**config.mk**
```make
export PLATFORM = sky130hd
export DESIGN_NAME = pffl_ctrl
export DESIGN_NICKNAME = d
export VERILOG_FILES = /design/src/design/pffl_pkg.sv /design/src/design/pffl_ctrl.sv
export SDC_FILE = /design/constraint.sdc
export NUM_CORES = 1
export LEC_CHECK = 0
export BUFFER_PORTS_ARGS = -buffer_cell sky130_fd_sc_hd__buf_2
export CAP_MARGIN = 20
export CORE_AREA = 2 2 39 41
export DETAILED_ROUTE_END_ITERATION = 8
export DIE_AREA = 0 0 41 43
export PLACE_DENSITY = 0.42
export SKIP_LAST_GASP = 1
export SLEW_MARGIN = 20
export SYNTH_ARGS = -nofsm -noshare
export SYNTH_HDL_FRONTEND = slang
export SYNTH_SLANG_ARGS = --single-unit
```
**constraint.sdc**
```tcl
create_clock -name clk_i -period 1.9 [get_ports clk_i]
set_input_delay 0.19 -clock clk_i [delete_from_list [all_inputs] [get_ports clk_i]]
set_output_delay 0.19 -clock clk_i [all_outputs]
set_load 0.01 [all_outputs]
```
**src/design/pffl_pkg.sv**
```systemverilog
// Shared types, codes and constants of the page frame free-list allocator.
package pffl_pkg;

  // Field widths fixed by the request and response formats
  localparam int KIND_W  = 3;
  localparam int FRAME_W = 10;
  localparam int CNT_W   = 11;
  localparam int CFG_W   = 11;
  localparam int CFG_IDX_W = 1;

  // Configuration register indexes
  localparam logic [CFG_IDX_W-1:0] CFG_FRAME_COUNT = 1'b0;
  localparam logic [CFG_IDX_W-1:0] CFG_FIRST_FREE  = 1'b1;

  // Configuration reset values
  localparam logic [CFG_W-1:0] FRAME_COUNT_RST = 11'd1024;
  localparam logic [CFG_W-1:0] FIRST_FREE_RST  = 11'd1;

  // Request kinds
  typedef enum logic [KIND_W-1:0] {
    KIND_ALLOC_USER   = 3'd0,
    KIND_ALLOC_KERNEL = 3'd1,
    KIND_FREE_USER    = 3'd2,
    KIND_FREE_KERNEL  = 3'd3,
    KIND_CHECK_USER   = 3'd4,
    KIND_INIT         = 3'd5
  } kind_e;

  // Per-frame status held in the status store
  typedef enum logic [1:0] {
    FS_NULL   = 2'd0,
    FS_FREE   = 2'd1,
    FS_KERNEL = 2'd2,
    FS_USER   = 2'd3
  } fstat_e;

  // Result status codes
  typedef enum logic [1:0] {
    RS_OK           = 2'd0,
    RS_NO_FREE      = 2'd1,
    RS_WRONG_STATUS = 2'd2,
    RS_RANGE        = 2'd3
  } rstat_e;

  // Request payload
  typedef struct packed {
    logic [KIND_W-1:0]  kind;
    logic [FRAME_W-1:0] frame;
  } req_t;

  // Response payload
  typedef struct packed {
    logic [FRAME_W-1:0] alloc_frame;
    logic [1:0]         status;
    logic               is_user;
    logic [CNT_W-1:0]   free_count;
  } rsp_t;

  // Controller to datapath commands
  typedef struct packed {
    logic clear_step;
    logic accept;
    logic init_step;
    logic exec;
  } cmd_t;

  // Datapath to controller status
  typedef struct packed {
    logic clr_last;
    logic walk_last;
    logic in_init;
    logic out_free;
  } dp_stat_t;

endpackage

```
**src/design/pffl_ctrl.sv**
```systemverilog
// Controller: sequences clear pass, request accept, init walk and response load.
module pffl_ctrl (
  input  logic               clk_i,
  input  logic               rst_ni,
  input  logic               req_valid_i,
  output logic               req_ready_o,
  input  pffl_pkg::dp_stat_t stat_i,
  output pffl_pkg::cmd_t     cmd_o
);

  typedef enum logic [3:0] {
    S_CLEAR = 4'b0001,
    S_IDLE  = 4'b0010,
    S_EXEC  = 4'b0100,
    S_INIT  = 4'b1000
  } state_e;

  state_e state_q, state_d;

  // Next state and commands
  always_comb begin
    state_d     = state_q;
    cmd_o       = '0;
    req_ready_o = 1'b0;
    case (state_q)
      S_CLEAR: begin
        cmd_o.clear_step = 1'b1;
        if (stat_i.clr_last) begin
          state_d = S_IDLE;
        end
      end
      S_IDLE: begin
        req_ready_o = 1'b1;
        if (req_valid_i) begin
          cmd_o.accept = 1'b1;
          state_d = stat_i.in_init ? S_INIT : S_EXEC;
        end
      end
      S_INIT: begin
        cmd_o.init_step = 1'b1;
        if (stat_i.walk_last) begin
          state_d = S_EXEC;
        end
      end
      S_EXEC: begin
        if (stat_i.out_free) begin
          cmd_o.exec = 1'b1;
          state_d = S_IDLE;
        end
      end
      default: state_d = S_CLEAR;
    endcase
  end

  always_ff @(posedge clk_i or negedge rst_ni) begin
    if (!rst_ni) begin
      state_q <= S_CLEAR;
    end else begin
      state_q <= state_d;
    end
  end

  // At most one datapath command per cycle
  a_one_cmd: assert property (@(posedge clk_i) disable iff (!rst_ni)
    $onehot0({cmd_o.clear_step, cmd_o.accept, cmd_o.init_step, cmd_o.exec}))
    else $error("conflicting datapath commands");

  // The clearing pass runs once after reset only
  a_clear_once: assert property (@(posedge clk_i) disable iff (!rst_ni)
    (state_q != S_CLEAR) |=> (state_q != S_CLEAR))
    else $error("clearing pass restarted");

endmodule

```
==> results.py, run 1 <==
metrics = {
    "timing": {
        "worst_slew_pin_slew_ns": 0.395,
        "report.final.setup_viol": 0,
        "max_slew_margin_pct": 73.7,
        "finalMaxSlewViolations": 0,
        "layout_min_cycle_time_ns": 1.56,
        "period_share_pct": 82.0,
        "rsz0062_at_grt": "false",
        "hold_viol": 0,
        "finClkSkew_ns": 0.0107,
        "fmax_mhz": 642,
        "tns_ns": 0,
    },
    "cts": {
        "insertion_delay_ns": 0.24,
        "cts_resized": 0,
        "h-tree-depth": 1,
        "cts_root_buf": "clkbuf_4",
        "ctsHoldBuffers": 1,
        "cts_buffer_depth": 2,
        "cts_setup_buffers": 0,
        "clock_sinks": 4,
        "cts_tree": "done",
        "numCtsBuffers": 3,
        "cts.clk_slew.worst_paths_ns": 0.04,
    },
    "synthesis": {
        "yosysTopAreaCell": "dfrtp_1",
        "synth_nets": 37,
        "synth_area_per_cell_um2": 10.4,
        "yosys.area.top_type_share_pct": 24.1,
        "synth_cells": 30,
        "synth_top_family_by_area": "simple AND/OR/NAND/NOR gates",
        "synth_cell_types": 21,
        "synth_edf_count": 0,
        "syn-cell-area_um2": 312,
        "synth_ff_type": "dfrtp_1",
        "synth_xor_area_share_pct": 2.81,
        "synth_area_leaders": "dfrtp_1 (24%), nor4b_2 (9.6%), dfstp_2 (8.4%)",
        "synth-simple-area-share_pct": 26.9,
        "synth.area.mux_share_pct": 0,
        "ys_async_sr_fraction_pct": 100,
        "synth-seq-cells": 4,
        "synth_adder_area_share_pct": 0,
        "yosysSeqAreaShare_pct": 32.5,
        "yosys-top-cells-count": "dfrtp_1 (3), inv_1 (3)",
        "synth_warnings": 0,
        "synth_compound_area_share_pct": 24.5,
    },
    "final_layout": {
        "largest_registers": "state_q (4)",
        "largest_register_ffs": 4,
        "nets": 51,
        "design_area_um2": 393,
        "syn_to_final_growth_pct": 26.1,
        "largest_register": "state_q",
        "drive_gt1_share_pct": 46.5,
        "antenna_cells": 0,
        "final_util_pct": 28.4,
    },
    "floorplan": {
        "die_x_um": 41,
        "fp.dieH_um": 43,
        "core_area_um2": 1380,
        "die_area_um2": 1760,
        "num_rows": 14,
        "boundaryPins": 12,
        "start_util_pct": 22.5,
    },
    "grt": {
        "antenna_found_initial": 0,
        "grt_max_degree": 13,
        "grt_usage_pct": 11.0,
        "grt_pass1_wl_um": 1280,
        "grt_remaining_overflow": 0,
        "grt_pass1_vias": 289,
    },
    "critical_path": {
        "end_kind": "output port",
        "worst-path-max-fanout": 12,
        "crit_type": "reg2out",
        "cp-start-kind": "flip-flop",
        "r2r_setup_slack_ns": 0.60,
        "reg2reg_from": "state_q[2]",
        "crit_arrival_ns": 1.37,
        "reg2reg_depth": 3,
        "r2r_end": "state_q[1]",
        "critPathRequiredTime_ns": 1.71,
    },
    "route": {
        "drtIter0Drc": 6,
        "ant_nets": 0,
        "viasPerCell": 4.97,
        "detail_route.first_pass.iterations": 4,
        "vias": 293,
        "drc": 0,
        "drt-total-wl_um": 690,
        "wire_per_inst_um": 11.7,
    },
    "pwr": {
        "powerDensity_nw_per_um2": 1210,
        "finalPower_mw": 0.477,
        "p_leak_nw": 0.190,
        "ir_worst_vdd_mv": 0.404,
    },
    "place": {
        "routabilityCongestion": 0.716,
        "placed_area_um2": 357,
        "numPortBuffers": 11,
        "hpwl_um": 499,
    },
    "worst_hold_path": {
        "hold_class": "in2reg",
        "hold_start": "stat_i[1]",
        "whs_endpoint": "state_q[3]",
        "min_delay_path_depth": 2,
    },
    "run": {
        "maxCapViolations": 0,
    },
    "outcome": {
        "status": "completed",
    },
}
## metal layers
layer | global-route usage, % | vias up | part of all wire (%)
met5 | 0 | - | 0
met1 | 14.3 | 143 | 39
li1 | - | 139 | -
met3 | 3.14 | 0 | 5.4
met2 | 14.7 | 11 | 55
met4 | 8.00 | 0 | 0
## logic make-up after synthesis
| family | after synthesis |
|---|---|
| AO/OA/AOI/OAI | 9 |
| XOR/XNOR | 1 |
| buffers and inverters | 6 |
| flip-flops | 4 |
| AND/OR/NAND/NOR | 10 |
## critical path, cell delays in order, from the launching register on
cell	delay (ns)
dfrtp_1	0.51
nor4b_2	0.31
and2_1	0.18
buf_2	0.13
## report_power, final
part           internal [mW]  total [mW]  switching (mW)
logic                 0.0991       0.174          0.0749
clock network         0.0789       0.116          0.0366
registers              0.118       0.187          0.0686
total                  0.296       0.477           0.180
## metrics by stage
step / hold WS [ns] / std cells / worst slack [ns]
2_1_floorplan: -0.106 / 30 / 0.605
3_3_place_gp: -0.00446 / 54 / 0.585
3_5_place_dp: -0.00530 / 54 / 0.593
4_1_cts: 0.214 / 59 / 0.328
5_1_grt: 0.223 / 59 / 0.190
6_report: 0.216 / 59 / 0.342
## layout make-up
class | instances | area (um^2)
timing repair buffer | 12 | 65.1
sequential | 4 | 101
clock buffer | 4 | 26.3
multi-input combinational | 20 | 169
fill | 158 | 991
inverter | 3 | 11.3
tap | 16 | 20.0
## placed cells by master (no fill, tap or decap), drive strengths merged
cell,count
nor4,2
o211a,1
o21ai,1
o211ai,1
dfrtp,3
nor4bb,1
and2,1
dfstp,1
a22o,1
a311oi,1
clkbuf,4
xor2,1
o31a,3
nor3,2
dlygate4sd3,1
nor4b,2
nand2,1
or3b,1
buf,11
a21oi,1
inv,3
## worst max-delay path by stage
stage	endpoint	slack, ns	start	cells after the start
6_report	cmd_o[2]	0.34	state_q[3]	3
3_3_place_gp	cmd_o[3]	0.58	state_q[0]	3
3_5_place_dp	cmd_o[2]	0.59	state_q[3]	3
4_1_cts	cmd_o[2]	0.33	state_q[3]	3
2_1_floorplan	cmd_o[3]	0.60	state_q[0]	2
5_1_grt	cmd_o[3]	0.19	state_q[0]	3
No activity file was read; power rests on OpenSTA's default activity.
==> inputs of run 2 (changes only) <==
- clock period: 1.9 -> 1.6 ns (I/O delays scaled with it)
==> results.py, run 2 (synthesis results as in run 1) <==
metrics = {
    "outcome": {
        "status": "completed",
    },
    "place": {
        "pre_cts_slack_ns": 0.296,
        "hpwl_um": 506,
        "dp.cells": 54,
        "routabilityCongestion": 0.716,
        "numPortBuffers": 11,
    },
    "critical_path": {
        "crit_arrival_ns": 1.36,
        "cp-start-kind": "flip-flop",
        "end_kind": "output port",
        "worst-path-max-fanout": 11,
        "crit_type": "reg2out",
        "critPathRequiredTime_ns": 1.44,
    },
    "timing": {
        "finalMaxSlewViolations": 0,
        "finClkSkew_ns": 0.0107,
        "report.final.setup_viol": 0,
        "layout_min_cycle_time_ns": 1.52,
        "max_slew_margin_pct": 72.8,
        "worst_slew_pin_slew_ns": 0.408,
        "period_share_pct": 95.0,
        "hold_viol": 0,
        "fmax_mhz": 658,
        "setup_ws_ns": 0.0797,
    },
    "cts": {
        "cts_buffer_depth": 2,
        "h-tree-depth": 1,
        "clock_sinks": 4,
        "insertion_delay_ns": 0.24,
        "cts.clk_slew.worst_paths_ns": 0.04,
        "cts_root_buf": "clkbuf_4",
        "cts_tree": "done",
        "numCtsBuffers": 3,
    },
    "pwr": {
        "seqPwrFrac_pct": 34.8,
        "power_frac_comb_pct": 43.3,
        "ir_worst_vdd_mv": 0.429,
        "powerDensity_nw_per_um2": 1520,
        "power.net_switching_mw": 0.238,
        "clockPowerShare_pct": 21.9,
        "p_sw_share_pct": 37.2,
        "internal_power_mw": 0.402,
        "p_leak_nw": 0.198,
    },
    "final_layout": {
        "antenna_cells": 0,
        "drive_gt1_share_pct": 54.5,
        "final_cell_mix": "buf_2 (11), inv_1 (3), clkbuf_4 (3)",
        "largest_register": "state_q",
        "fillCellCount": 156,
        "largest_registers": "state_q (4)",
        "largest_register_ffs": 4,
        "final_common_cell": "buf_2",
        "fin_cells": 60,
        "nets": 52,
        "final_util_pct": 30.5,
        "syn_to_final_growth_pct": 35.3,
    },
    "route": {
        "detail_route.first_pass.iterations": 2,
        "drc": 0,
        "wire_per_inst_um": 12.4,
        "drtIter0Drc": 11,
        "vias": 293,
        "viasPerCell": 4.88,
        "drt-total-wl_um": 745,
        "ant_nets": 0,
    },
    "grt": {
        "grt_pass1_vias": 268,
        "grt_max_degree": 13,
        "antenna_found_initial": 0,
        "grt_pass1_wl_um": 1090,
        "grt_usage_pct": 9.45,
        "grt_remaining_overflow": 0,
    },
    "run": {
        "maxCapViolations": 0,
    },
    "floorplan": {
        "core_area_um2": 1380,
        "start_util_pct": 22.5,
        "die_x_um": 41,
        "die_area_um2": 1760,
        "fp.dieH_um": 43,
        "num_rows": 14,
        "boundaryPins": 12,
    },
    "worst_hold_path": {
        "hold_class": "in2reg",
    },
}
-- run 2: cell types whose count changed in the layout (fill, tap and decap cells not counted) --
cell,before,now
nor4_1,2,1
buf_12,0,1
dfrtp_2,0,2
dfrtp_1,3,1
nor4_2,0,1
-- run 2: worst paths after layout --
check / startpoint / endpoint / slack (ns) / cells past startpoint
setup / recovery: state_q[2] / cmd_o[2] / 0.08 / 3
hold / removal: stat_i[1] / state_q[3] / 0.17 / 2
setup reg to reg: state_q[2] / state_q[1] / 0.28 / 3
hold reg to reg: state_q[0] / state_q[2] / 0.62 / 1
max in group asynchronous: rst_ni / state_q[0] / 1.14 / 2
min in group asynchronous: rst_ni / state_q[2] / 0.25 / 2
-- run 2: metrics by stage --
stage / hold WS [ns] / setup TNS (ns) / power [mW] / cell area (um^2)
after floorplan: -0.136 / 0 / 0.394 / 312
after global placement: -0.0345 / 0 / 0.432 / 357
after detailed placement: -0.0358 / 0 / 0.434 / 357
after CTS: 0.166 / 0 / 0.584 / 393
after global routing: 0.170 / -0.00893 / 0.690 / 422
final: 0.174 / 0 / 0.640 / 422
-- run 2: worst max-delay path, cell delays in order (launching register included) --
cell and delay (ns):
dfrtp_1 0.51, nor4b_2 0.29, and2_1 0.18, buf_2 0.13
-- run 2: layout make-up --
type / count / area [um^2] / share of cell area [%]
inverters: 3 / 11.3 / 2.67
repair buffers: 13 / 85.1 / 20.2
flip-flops and latches: 4 / 104 / 24.6
multi-input cells: 20 / 175 / 41.5
clock buffers: 4 / 26.3 / 6.23
well taps: 16 / 20.0 / 4.75
-- run 2: power by group through the flow --
| stage | combinational (mW) | clock, mW | sequential [mW] |
|---|---|---|---|
| floorplan | 0.222 | 0 | 0.172 |
| global placement | 0.207 | 0 | 0.225 |
| detailed placement | 0.208 | 0 | 0.226 |
| CTS | 0.212 | 0.148 | 0.224 |
| global route | 0.304 | 0.155 | 0.232 |
| finish | 0.277 | 0.140 | 0.223 |
-- run 2: timing repair --
| item | in CTS | in global routing |
|---|---|---|
| hold endpoints to repair | 4 | 0 |
| hold buffers | 1 | 0 |
| buffers inserted | 0 | 1 |
| resized for setup | 0 | 3 |
| endpoints found under the setup margin | 0 | 2 |
-- run 2: per-layer routing --
metal  vias to the layer above  wire length (um)  GRT usage [%]
li1                        141                 -              -
met1                       143               288           11.6
met2                         7               418           13.4
met3                         2                16              0
met4                         0                21           10.0
met5                         -                 0              0
